`src/rtl/dcsw_pkg.sv`:
```
// Shared types, codes and helpers for the display window pixel writer.
`default_nettype none

package dcsw_pkg;

    localparam int QDEPTH = 4;
    localparam int QPTR_W = $clog2(QDEPTH);

    localparam logic CMD_BLOCK = 1'b0;
    localparam logic CMD_PIXEL = 1'b1;

    localparam logic [7:0] CFG_COL_OPCODE  = 8'd0;
    localparam logic [7:0] CFG_PAGE_OPCODE = 8'd1;
    localparam logic [7:0] CFG_MW_OPCODE   = 8'd2;

    localparam logic [7:0] RST_COL_OPCODE  = 8'd42;
    localparam logic [7:0] RST_PAGE_OPCODE = 8'd43;
    localparam logic [7:0] RST_MW_OPCODE   = 8'd44;

    // One classified operation handed from the front to the back.
    typedef struct packed {
        logic        is_pixel;
        logic        col_emit;
        logic        page_emit;
        logic        zero_size;
        logic        release_cs;
        logic [15:0] x_start;
        logic [15:0] x_end;
        logic [15:0] y_start;
        logic [15:0] y_end;
        logic [15:0] pixel;
    } op_t;

    typedef enum logic [3:0] {
        PH_START,
        PH_COL_OP,
        PH_COL_SH,
        PH_COL_SL,
        PH_COL_EH,
        PH_COL_EL,
        PH_PG_OP,
        PH_PG_SH,
        PH_PG_SL,
        PH_PG_EH,
        PH_PG_EL,
        PH_MW,
        PH_RED,
        PH_GRN,
        PH_BLU
    } phase_t;

    function automatic logic [7:0] red_byte(input logic [15:0] p);
        red_byte = {p[15:11], p[15:13]};
    endfunction

    function automatic logic [7:0] green_byte(input logic [15:0] p);
        green_byte = {p[10:5], p[10:9]};
    endfunction

    function automatic logic [7:0] blue_byte(input logic [15:0] p);
        blue_byte = {p[4:0], p[4:2]};
    endfunction

endpackage

`default_nettype wire

```
`src/rtl/dcsw_front.sv`:
```
// Front end: accepts words, tracks window cache and pixel count, classifies.
`default_nettype none

module dcsw_front import dcsw_pkg::*; (
    input  wire logic        clk,
    input  wire logic        rst_n,
    input  wire logic        push,
    output logic             full,
    input  wire logic        command,
    input  wire logic [15:0] x_start,
    input  wire logic [15:0] y_start,
    input  wire logic [15:0] block_width,
    input  wire logic [15:0] block_height,
    input  wire logic [15:0] pixel_rgb565,
    input  wire logic        q_full,
    output logic             q_push,
    output op_t              q_word
);

    logic [15:0] col_start_reg, col_start_next;
    logic [15:0] col_end_reg, col_end_next;
    logic [15:0] page_start_reg, page_start_next;
    logic [15:0] page_end_reg, page_end_next;
    logic [31:0] remaining_reg, remaining_next;

    logic        accept;
    logic [15:0] x_end;
    logic [15:0] y_end;
    logic [31:0] count;
    logic        col_diff;
    logic        page_diff;

    assign full   = q_full;
    assign accept = push && !q_full;

    // end = start + size - 1, wrapping at 16 bits
    assign x_end = x_start + block_width + 16'hFFFF;
    assign y_end = y_start + block_height + 16'hFFFF;
    assign count = {16'd0, block_width} * {16'd0, block_height};

    assign col_diff  = (x_start != col_start_reg) || (x_end != col_end_reg);
    assign page_diff = (y_start != page_start_reg) || (y_end != page_end_reg);

    // drop pixels that arrive with no block open
    assign q_push = accept && ((command == CMD_BLOCK) || (remaining_reg != 32'd0));

    always_comb
    begin
        q_word.is_pixel   = (command == CMD_PIXEL);
        q_word.col_emit   = col_diff;
        q_word.page_emit  = page_diff;
        q_word.zero_size  = (count == 32'd0);
        q_word.release_cs = (remaining_reg == 32'd1);
        q_word.x_start    = x_start;
        q_word.x_end      = x_end;
        q_word.y_start    = y_start;
        q_word.y_end      = y_end;
        q_word.pixel      = pixel_rgb565;
    end

    always_comb
    begin
        col_start_next  = col_start_reg;
        col_end_next    = col_end_reg;
        page_start_next = page_start_reg;
        page_end_next   = page_end_reg;
        remaining_next  = remaining_reg;
        if (accept)
        begin
            if (command == CMD_BLOCK)
            begin
                col_start_next  = x_start;
                col_end_next    = x_end;
                page_start_next = y_start;
                page_end_next   = y_end;
                remaining_next  = count;
            end
            else if (remaining_reg != 32'd0)
            begin
                remaining_next = remaining_reg - 32'd1;
            end
        end
    end

    always_ff @(posedge clk or negedge rst_n)
    begin
        if (!rst_n)
        begin
            col_start_reg  <= 16'hFFFF;
            col_end_reg    <= 16'hFFFF;
            page_start_reg <= 16'hFFFF;
            page_end_reg   <= 16'hFFFF;
            remaining_reg  <= 32'd0;
        end
        else
        begin
            col_start_reg  <= col_start_next;
            col_end_reg    <= col_end_next;
            page_start_reg <= page_start_next;
            page_end_reg   <= page_end_next;
            remaining_reg  <= remaining_next;
        end
    end

endmodule

`default_nettype wire

```
`src/rtl/dcsw_queue.sv`:
```
// Short operation queue between the front and the back.
`default_nettype none

module dcsw_queue import dcsw_pkg::*; (
    input  wire logic clk,
    input  wire logic rst_n,
    input  wire logic wr_en,
    input  wire op_t  wr_word,
    output logic      q_full,
    input  wire logic rd_en,
    output op_t       rd_word,
    output logic      q_empty
);

    op_t                mem [QDEPTH];
    logic [QPTR_W-1:0]  wr_ptr_reg, wr_ptr_next;
    logic [QPTR_W-1:0]  rd_ptr_reg, rd_ptr_next;
    logic [QPTR_W:0]    count_reg, count_next;
    logic               do_wr;
    logic               do_rd;

    assign q_full  = (count_reg == (QPTR_W+1)'(QDEPTH));
    assign q_empty = (count_reg == '0);
    assign do_wr   = wr_en && !q_full;
    assign do_rd   = rd_en && !q_empty;
    assign rd_word = mem[rd_ptr_reg];

    always_comb
    begin
        wr_ptr_next = do_wr ? wr_ptr_reg + QPTR_W'(1) : wr_ptr_reg;
        rd_ptr_next = do_rd ? rd_ptr_reg + QPTR_W'(1) : rd_ptr_reg;
        count_next  = count_reg;
        if (do_wr && !do_rd)
            count_next = count_reg + (QPTR_W+1)'(1);
        else if (do_rd && !do_wr)
            count_next = count_reg - (QPTR_W+1)'(1);
    end

    always_ff @(posedge clk)
    begin
        if (do_wr)
            mem[wr_ptr_reg] <= wr_word;
    end

    always_ff @(posedge clk or negedge rst_n)
    begin
        if (!rst_n)
        begin
            wr_ptr_reg <= '0;
            rd_ptr_reg <= '0;
            count_reg  <= '0;
        end
        else
        begin
            wr_ptr_reg <= wr_ptr_next;
            rd_ptr_reg <= rd_ptr_next;
            count_reg  <= count_next;
        end
    end

endmodule

`default_nettype wire

```
`src/rtl/dcsw_back.sv`:
```
// Back end: serializes each queued operation into bytes, one per cycle unless stalled.
`default_nettype none

module dcsw_back import dcsw_pkg::*; (
    input  wire logic        clk,
    input  wire logic        rst_n,
    input  wire op_t         head,
    input  wire logic        q_empty,
    output logic             q_pop,
    input  wire logic [7:0]  col_opcode,
    input  wire logic [7:0]  page_opcode,
    input  wire logic [7:0]  mw_opcode,
    output logic             empty,
    input  wire logic        pop,
    output logic [7:0]       out_byte,
    output logic             is_data,
    output logic             cs_release,
    output logic             last
);

    phase_t      phase_reg, phase_next;
    phase_t      cur_phase;
    phase_t      step_next;
    logic        out_valid_reg, out_valid_next;
    logic [7:0]  byte_reg;
    logic        data_reg;
    logic        rel_reg;
    logic        last_reg;
    logic        out_free;
    logic        fire;
    logic [7:0]  byte_c;
    logic        data_c;
    logic        rel_c;
    logic        last_c;

    assign out_free = !out_valid_reg || pop;
    assign fire     = !q_empty && out_free;

    // pick the entry phase of a fresh head word
    always_comb
    begin
        if (phase_reg != PH_START)
            cur_phase = phase_reg;
        else if (head.is_pixel)
            cur_phase = PH_RED;
        else if (head.col_emit)
            cur_phase = PH_COL_OP;
        else if (head.page_emit)
            cur_phase = PH_PG_OP;
        else
            cur_phase = PH_MW;
    end

    // next state
    always_comb
    begin
        case (cur_phase)
            PH_COL_OP: step_next = PH_COL_SH;
            PH_COL_SH: step_next = PH_COL_SL;
            PH_COL_SL: step_next = PH_COL_EH;
            PH_COL_EH: step_next = PH_COL_EL;
            PH_COL_EL: step_next = head.page_emit ? PH_PG_OP : PH_MW;
            PH_PG_OP:  step_next = PH_PG_SH;
            PH_PG_SH:  step_next = PH_PG_SL;
            PH_PG_SL:  step_next = PH_PG_EH;
            PH_PG_EH:  step_next = PH_PG_EL;
            PH_PG_EL:  step_next = PH_MW;
            PH_RED:    step_next = PH_GRN;
            PH_GRN:    step_next = PH_BLU;
            default:   step_next = PH_START;
        endcase
        phase_next = fire ? step_next : phase_reg;
    end

    // byte and flags for the current phase
    always_comb
    begin
        byte_c = 8'd0;
        data_c = 1'b1;
        rel_c  = 1'b0;
        last_c = 1'b0;
        case (cur_phase)
            PH_COL_OP:
            begin
                byte_c = col_opcode;
                data_c = 1'b0;
            end
            PH_COL_SH: byte_c = head.x_start[15:8];
            PH_COL_SL: byte_c = head.x_start[7:0];
            PH_COL_EH: byte_c = head.x_end[15:8];
            PH_COL_EL:
            begin
                byte_c = head.x_end[7:0];
                rel_c  = 1'b1;
            end
            PH_PG_OP:
            begin
                byte_c = page_opcode;
                data_c = 1'b0;
            end
            PH_PG_SH: byte_c = head.y_start[15:8];
            PH_PG_SL: byte_c = head.y_start[7:0];
            PH_PG_EH: byte_c = head.y_end[15:8];
            PH_PG_EL:
            begin
                byte_c = head.y_end[7:0];
                rel_c  = 1'b1;
            end
            PH_MW:
            begin
                byte_c = mw_opcode;
                data_c = 1'b0;
                rel_c  = head.zero_size;
                last_c = 1'b1;
            end
            PH_RED: byte_c = red_byte(head.pixel);
            PH_GRN: byte_c = green_byte(head.pixel);
            PH_BLU:
            begin
                byte_c = blue_byte(head.pixel);
                rel_c  = head.release_cs;
                last_c = 1'b1;
            end
            default:
            begin
                byte_c = 8'd0;
                data_c = 1'b0;
            end
        endcase
    end

    assign q_pop = fire && ((cur_phase == PH_MW) || (cur_phase == PH_BLU));

    always_comb
    begin
        if (fire)
            out_valid_next = 1'b1;
        else if (pop)
            out_valid_next = 1'b0;
        else
            out_valid_next = out_valid_reg;
    end

    always_ff @(posedge clk or negedge rst_n)
    begin
        if (!rst_n)
        begin
            phase_reg     <= PH_START;
            out_valid_reg <= 1'b0;
        end
        else
        begin
            phase_reg     <= phase_next;
            out_valid_reg <= out_valid_next;
        end
    end

    // hold the word until it is taken
    always_ff @(posedge clk)
    begin
        if (fire)
        begin
            byte_reg <= byte_c;
            data_reg <= data_c;
            rel_reg  <= rel_c;
            last_reg <= last_c;
        end
    end

    assign empty      = !out_valid_reg;
    assign out_byte   = byte_reg;
    assign is_data    = data_reg;
    assign cs_release = rel_reg;
    assign last       = last_reg;

endmodule

`default_nettype wire

```
`src/rtl/dcs_window_pixel_writer.sv`:
```
// Top level of the display window pixel writer: config, front, queue, back.
//
//   channel   handshake            payload
//   input     push / full          command, x_start, y_start, block_width,
//                                  block_height, pixel_rgb565
//   result    empty / pop          out_byte, is_data, cs_release, last
//   config    cfg_valid/cfg_ready  cfg_index, cfg_data
//
// The back end sends one byte per cycle unless stalled; a pixel is three
// bytes, a block start 1 to 11 (opcode plus four bytes per changed window).
// The front takes one word per cycle unless full, into a four-entry queue;
// full rises only when that queue is full. Reset is asynchronous and clears
// the window cache to all ones, the pixel count to zero and the opcodes to
// 42/43/44. A stalled result holds on the ports while the back end waits.
`default_nettype none

module dcs_window_pixel_writer import dcsw_pkg::*; (
    input  wire logic        clk,
    input  wire logic        rst_n,
    input  wire logic        push,
    output logic             full,
    input  wire logic        command,
    input  wire logic [15:0] x_start,
    input  wire logic [15:0] y_start,
    input  wire logic [15:0] block_width,
    input  wire logic [15:0] block_height,
    input  wire logic [15:0] pixel_rgb565,
    output logic             empty,
    input  wire logic        pop,
    output logic [7:0]       out_byte,
    output logic             is_data,
    output logic             cs_release,
    output logic             last,
    input  wire logic        cfg_valid,
    output logic             cfg_ready,
    input  wire logic [7:0]  cfg_index,
    input  wire logic [7:0]  cfg_data
);

    logic [7:0] col_opcode_reg, col_opcode_next;
    logic [7:0] page_opcode_reg, page_opcode_next;
    logic [7:0] mw_opcode_reg, mw_opcode_next;

    logic       q_full;
    logic       q_empty;
    logic       q_push;
    logic       q_pop;
    op_t        q_wr_word;
    op_t        q_head;

    assign cfg_ready = 1'b1;

    always_comb
    begin
        col_opcode_next  = col_opcode_reg;
        page_opcode_next = page_opcode_reg;
        mw_opcode_next   = mw_opcode_reg;
        if (cfg_valid)
        begin
            case (cfg_index)
                CFG_COL_OPCODE:  col_opcode_next  = cfg_data;
                CFG_PAGE_OPCODE: page_opcode_next = cfg_data;
                CFG_MW_OPCODE:   mw_opcode_next   = cfg_data;
                default:         ;
            endcase
        end
    end

    always_ff @(posedge clk or negedge rst_n)
    begin
        if (!rst_n)
        begin
            col_opcode_reg  <= RST_COL_OPCODE;
            page_opcode_reg <= RST_PAGE_OPCODE;
            mw_opcode_reg   <= RST_MW_OPCODE;
        end
        else
        begin
            col_opcode_reg  <= col_opcode_next;
            page_opcode_reg <= page_opcode_next;
            mw_opcode_reg   <= mw_opcode_next;
        end
    end

    dcsw_front u_front (
        .clk          (clk),
        .rst_n        (rst_n),
        .push         (push),
        .full         (full),
        .command      (command),
        .x_start      (x_start),
        .y_start      (y_start),
        .block_width  (block_width),
        .block_height (block_height),
        .pixel_rgb565 (pixel_rgb565),
        .q_full       (q_full),
        .q_push       (q_push),
        .q_word       (q_wr_word)
    );

    dcsw_queue u_queue (
        .clk     (clk),
        .rst_n   (rst_n),
        .wr_en   (q_push),
        .wr_word (q_wr_word),
        .q_full  (q_full),
        .rd_en   (q_pop),
        .rd_word (q_head),
        .q_empty (q_empty)
    );

    dcsw_back u_back (
        .clk         (clk),
        .rst_n       (rst_n),
        .head        (q_head),
        .q_empty     (q_empty),
        .q_pop       (q_pop),
        .col_opcode  (col_opcode_reg),
        .page_opcode (page_opcode_reg),
        .mw_opcode   (mw_opcode_reg),
        .empty       (empty),
        .pop         (pop),
        .out_byte    (out_byte),
        .is_data     (is_data),
        .cs_release  (cs_release),
        .last        (last)
    );

endmodule

`default_nettype wire

```
`config.mk`:
```
export PLATFORM = sky130hd
export DESIGN_NAME = dcs_window_pixel_writer
export DESIGN_NICKNAME = d
export VERILOG_FILES = /design/src/rtl/dcsw_pkg.sv /design/src/rtl/dcsw_front.sv /design/src/rtl/dcsw_queue.sv /design/src/rtl/dcsw_back.sv /design/src/rtl/dcs_window_pixel_writer.sv
export SDC_FILE = /design/constraint.sdc
export NUM_CORES = 1
export LEC_CHECK = 0
export BUFFER_PORTS_ARGS = -buffer_cell sky130_fd_sc_hd__buf_2
export CAP_MARGIN = 20
export CORE_UTILIZATION = 52
export CTS_CLUSTER_SIZE = 10
export DETAILED_ROUTE_END_ITERATION = 6
export PLACE_DENSITY_LB_ADDON = 0.25
export SETUP_SLACK_MARGIN = 0.05
export SYNTH_ARGS = -nofsm -noshare
export SYNTH_HDL_FRONTEND = slang
export SYNTH_SLANG_ARGS = --single-unit
```
`constraint.sdc`:
```
create_clock -name clk -period 4.9 [get_ports clk]
set_input_delay 0.49 -clock clk [delete_from_list [all_inputs] [get_ports clk]]
set_output_delay 0.49 -clock clk [all_outputs]
set_load 0.1 [all_outputs]
```
* Yosys cells after proc, flatten, opt, wreduce, memory -nomap -nowiden
Memories as Yosys holds them, arrays and structs flattened.
Cells that the tools add are included.
** Operators by class
- Eq/ne operators :: 23
- Shifts and indexed selects :: 0
- Order comparisons :: 0
- Multiply operators :: 1
- Reduce and logical (&&, ||, !) cells :: 33
- Div/mod/pow operators :: 0
- Mux-type cells :: 17
- Bitwise gates (word level) :: 1
- Add/subtract/negate cells :: 9
** Operator list (count)
- case mux 8 bit (14 select lines) :: 1
- 2-to-1 mux 32 bit :: 2
- inequality test 16 bit :: 4
- case mux 4 bit (12 select lines) :: 1
- adder 16 bit :: 2
- adder 16 bit (second input constant) :: 2
- equality test 32 x 1 -> 1 bit (second input constant) :: 1
- zero test 32 bit :: 1
- multiplier 16 x 16 -> 32 bit :: 1
- nonzero test 32 bit :: 1
- subtractor 32 x 1 -> 32 bit (second input constant) :: 1
- equality test 4 bit (second input constant) :: 7
- equality test 4 x 3 -> 1 bit (second input constant) :: 4
- 2-to-1 mux 4 bit :: 4
- OR reduction 11 bit :: 1
- AND reduction 2 bit :: 5
- equality test 4 x 2 -> 1 bit (second input constant) :: 2
- equality test 8 x 1 -> 1 bit (second input constant) :: 1
- equality test 8 x 2 -> 1 bit (second input constant) :: 1
- logical AND 1 bit :: 8
- zero test 8 bit :: 1
- 2-to-1 mux 1 bit :: 6
- 2-to-1 mux 3 bit :: 2
- zero test 1 bit :: 5
- other kinds (13) :: 20
** Word-level totals
- Output and inout bits :: 14
- RAM bits :: 340
- Memory bits (read-only) :: 0
- Bits in latches :: 0
- Input bits :: 102
- Logic and storage cells :: 102
- Bits in registers :: 143
- Memories kept :: 1
** Memory list
- u_queue.mem :: depth 4, bits a word 85, read ports 1, clocked after Yosys merged registers in 0, wr ports 1, line dcsw_queue.sv:15 : op_t mem [QDEPTH];

* Longest topological paths before layout
An unclocked memory read counts as a cell.
- Depth in word-level cells :: 12
- Mapped depth :: 24
- Gate-level depth less buffers :: 22

* By module
A second synthesis with hierarchy kept.
** Unflattened totals
- Cells, all modules :: 2799
- Area, all modules :: 32013.2 um^2
** Modules (own cells, without submodules)
- dcsw_front :: sequential area each 2482.4 um^2, cells each 2043, times used 1, area each 16564.6 um^2
- dcsw_queue :: sequential area each 10385.0 um^2, cells each 481, times used 1, area each 12704.7 um^2
- dcsw_back :: sequential area each 455.4 um^2, cells each 217, times used 1, area each 1769.2 um^2
- dcs_window_pixel_writer :: sequential area each 613.1 um^2, cells each 58, times used 1, area each 974.7 um^2

* Worst setup path after synthesis
OpenSTA, ideal clock, no wires.
- Kind :: in2reg
- Start :: in block_width[5]
- End :: mem u_queue.mem[0][81] (netlist bit), data pin
- Setup slack :: -2.034 ns
- Library setup time :: 0.206 ns
- Cell stages on the path :: 24
- Path buffers :: 2
- Arrival :: 6.728 ns
- Data required time :: 4.694 ns
- Cells stage by stage :: clkbuf_1 -> clkinv_1 -> nor2_1 -> fa_1 -> inv_1 -> fa_1 -> fa_1 -> fa_1 -> inv_1 -> fa_1 -> inv_1 -> fa_1 -> inv_1 -> ha_1 -> buf_2 -> a21o_1 -> a31oi_1 -> a211oi_1 -> a211oi_2 -> o21ai_1 -> xor2_1 -> or4_1 -> or4_1 -> nor4_2
** RTL lines
- start: declaration :: line dcs_window_pixel_writer.sv:25 : input wire logic [15:0] block_width,
- end: declaration :: line dcsw_queue.sv:15

==> impl_metrics.json <==
{
  "yosys-top-cells-count": "356 x inv_1, 351 x edfxtp_1, 340 x nand2_1",
  "cts_tree": "done",
  "reg2reg_from": "u_front.remaining_reg[0]",
  "vdd_drop_max_mv": 1.037,
  "syn_area_per_cell_um2": 11.59,
  "area_growth_pct": 19.04,
  "worst_pin_slew_ns": 1.056,
  "clock-sinks": 483,
  "dieWidth_um": 245.3,
  "synth_nets": 3125,
  "holdPathStages": 2,
  "drtPass1Iterations": 6,
  "required_ns": 5.38,
  "fp.dieH_um": 245.3,
  "portBuffers": 114,
  "max_stage_delay_ns": 0.56,
  "hold_start": "pop",
  "synthCells": 2657,
  "track_usage": 0.2790,
  "grt_pass1_wl_um": 127400,
  "seq_area_frac_synth": 0.4527,
  "clk_latency_ns": 0.62,
  "max_freq_mhz": 160.9,
  "hold_path.class": "input pin to register",
  "crit_top_cell": "fa_1",
  "synthFlopType": "edfxtp_1",
  "pin_count": 116,
  "wire_per_inst_um": 21.56,
  "worstRegToRegCells": 10,
  "core_mm2": 0.05814,
  "cts_root_buf": "clkbuf_16",
  "relSlewSlack": 0.2950,
  "hold_viol_final": 0,
  "fin_nets": 3465,
  "ys_types": 75,
  "cp_max_fo": 5,
  "min_period_ns": 6.213,
  "rows": 88,
  "timing.final.crit_share": 1.268,
  "violations": "negative setup slack",
  "fin_tns_setup_ns": -13.48,
  "drive_gt1_frac": 0.2648,
  "drt-initial-drc-count": 1561,
  "start_kind": "input pin",
  "endpoint_kind": "register",
  "syn-cell-area_mm2": 0.03079,
  "yosys.area.top_type": "edfxtp_1",
  "clock_skew_ns": 0.03657,
  "r2r_slack_ns": 0.91,
  "gr-usage-met1": 0.3684,
  "grt-busiest-layer": "met2",
  "timing.rr.end": "u_queue.mem[0][69]",
  "synth-seq-cells": 483,
  "drv_slew": 0,
  "finalSetupViolations": 25,
  "use_met2": 0.4911,
  "route.detailed.drc": 0,
  "htreeDepth": 2,
  "outcome": "complete, but fails checks",
  "numCtsBuffers": 55,
  "async_flop_share": 0.2733,
  "hpwl_um": 61100,
  "synth_top_area_frac": 0.3424,
  "gp_congestion": 0.9286,
  "start_util": 0.5296,
  "slowest_stage": "fa_1",
  "viasPerCell": 5.674,
  "maxCapViolCount": 0,
  "cts.clk_slew.worst_paths_ns": 0.06,
  "rsz0062_at_grt": "yes",
  "largest_reg_flops": 340,
  "setup_slack_ns": -1.313,
  "leakagePower_uw": 0.01551,
  "synth_edf_count": 351,
  "wirelength_um": 82160,
  "grt_pass1_vias": 22430,
  "synth_area_leaders": "edfxtp_1 34%, fa_1 13%, ha_1 6.9%",
  "ant_nets": 0,
  "synth_warnings": 0,
  "synth.most_common_cell": "inv_1",
  "whs_endpoint": "u_back.out_valid_reg",
  "arrival_ns": 6.69,
  "clockBufferDepth": 3,
  "grt_max_degree": 94,
  "vias": 21620,
  "grtUsageMet3": 0.03045,
  "antenna_found_initial": 0,
  "power.total_uw": 30290,
  "dieArea_mm2": 0.06018,
  "grt_overflow_total": 0,
  "p_per_area_mw_per_mm2": 826.5,
  "crit_type": "input pin to register"
}
[timing repair]
item | CTS | global route
gates cloned | 2 | 0
setup endpoints to repair | 25 | 27
gates resized for setup | 129 | 70
setup buffers | 21 | 16
pin swaps | 55 | 41
hold endpoints to repair | 21 | 0
hold buffers | 1 | 0
[layout make-up]
| class | instances | area [um2] |
|---|---|---|
| Sequential cell | 483 | 13940 |
| Multi-Input combinational cell | 1707 | 15820 |
| Antenna cell | 1 | 2.502 |
| Timing Repair Buffer | 384 | 2841 |
| Clock inverter | 6 | 110.1 |
| Clock buffer | 98 | 1538 |
| Timing Repair inverter | 2 | 13.76 |
| Fill cell | 4550 | 21490 |
| Tap cell | 765 | 957.2 |
| Inverter | 364 | 1425 |
[per-stage QoR]
stage	instances	cell area (um2)	setup WS [ns]	hold WS, ns	utilization
6_report	3810	36650	-1.313	0.08007	0.6304
5_1_grt	3809	36650	-1.487	0.07005	0.6304
3_5_place_dp	3669	34030	-2.209	0.4563	0.5854
4_1_cts	3794	36290	-1.284	0.06135	0.6242
2_1_floorplan	2657	31180	-1.631	0.1944	-
3_3_place_gp	3669	34030	-2.083	0.4528	0.5854
[cells by family (layout without fill, tap and decap cells)]
family / count (synthesis) / in the layout / share of synthesized area
other: 1 / 2 / 0.0001218
multiplexers: 117 / 117 / 0.07409
buffers and inverters: 467 / 854 / 0.05743
adder cells (fa/ha/maj): 366 / 366 / 0.1968
flip-flops: 483 / 483 / 0.4527
XOR/XNOR: 124 / 124 / 0.03528
AO/OA/AOI/OAI: 347 / 347 / 0.07502
AND/OR/NAND/NOR: 752 / 752 / 0.1086
[worst max-delay path, delay by kind of cell]
family | cells | cell delay, ns
AOI/OAI and AO/OA | 4 | 0.71
buffers and inverters | 9 | 0.84
adders and majority gates | 7 | 3.00
and+or+nand+nor | 5 | 1.56
xor gates and xnor gates | 1 | 0.08
[power breakdown]
group	internal [uW]	switching (uW)	total (uW)	leakage (uW)
Clock	2180	1620	3800	0.000781
Sequential	5800	597	6400	0.00470
Combinational	9850	10200	20100	0.0100
Total	17800	12500	30300	0.0155
[cells in the final DEF, fill, tap and decap left out, drive strengths merged, types with 8 or more instances in the layout]
| cell | netlist | final |
|---|---|---|
| a22oi | 16 | 16 |
| buf | 23 | 381 |
| o22ai | 10 | 10 |
| mux2 | 27 | 27 |
| nand4 | 22 | 22 |
| fa | 197 | 197 |
| clkbuf | 80 | 100 |
| nor2 | 176 | 176 |
| and3 | 23 | 23 |
| dfstp | 74 | 74 |
| a21o | 31 | 31 |
| xor2 | 48 | 48 |
| nand2b | 8 | 8 |
| nand2 | 340 | 340 |
| nor3 | 38 | 38 |
| clkinv | 6 | 10 |
| xnor2 | 76 | 76 |
| nor4 | 19 | 19 |
| nor2b | 10 | 10 |
| nand3 | 57 | 57 |
| a21oi | 67 | 67 |
| dfrtp | 58 | 58 |
| o21bai | 8 | 8 |
| mux4 | 86 | 86 |
| a211oi | 24 | 24 |
| nor3b | 8 | 8 |
| and2 | 25 | 25 |
| edfxtp | 351 | 351 |
| ha | 169 | 169 |
| o21ai | 91 | 91 |
| inv | 358 | 358 |
| a221oi | 8 | 8 |
| a31oi | 13 | 13 |
[how the worst max path moves through the flow]
stage | end | slack, ns | from | cells after the start
2_1_floorplan | u_queue.mem[0][81] | -1.63 | block_width[5] | 24
3_3_place_gp | u_queue.mem[0][81] | -2.08 | block_width[7] | 24
3_5_place_dp | u_queue.mem[1][81] | -2.21 | block_width[7] | 24
4_1_cts | u_queue.mem[1][81] | -1.28 | block_height[4] | 24
5_1_grt | u_queue.mem[1][81] | -1.49 | block_height[4] | 25
6_report | u_queue.mem[1][81] | -1.31 | block_height[4] | 26
[metal layers]
layer  part of all wire  wire length [um]
met3              0.054              4413
met2               0.51             42150
met5                  0                 0
met4              0.025              2063
met1               0.41             33530
No activity file was read; power rests on OpenSTA's default activity.
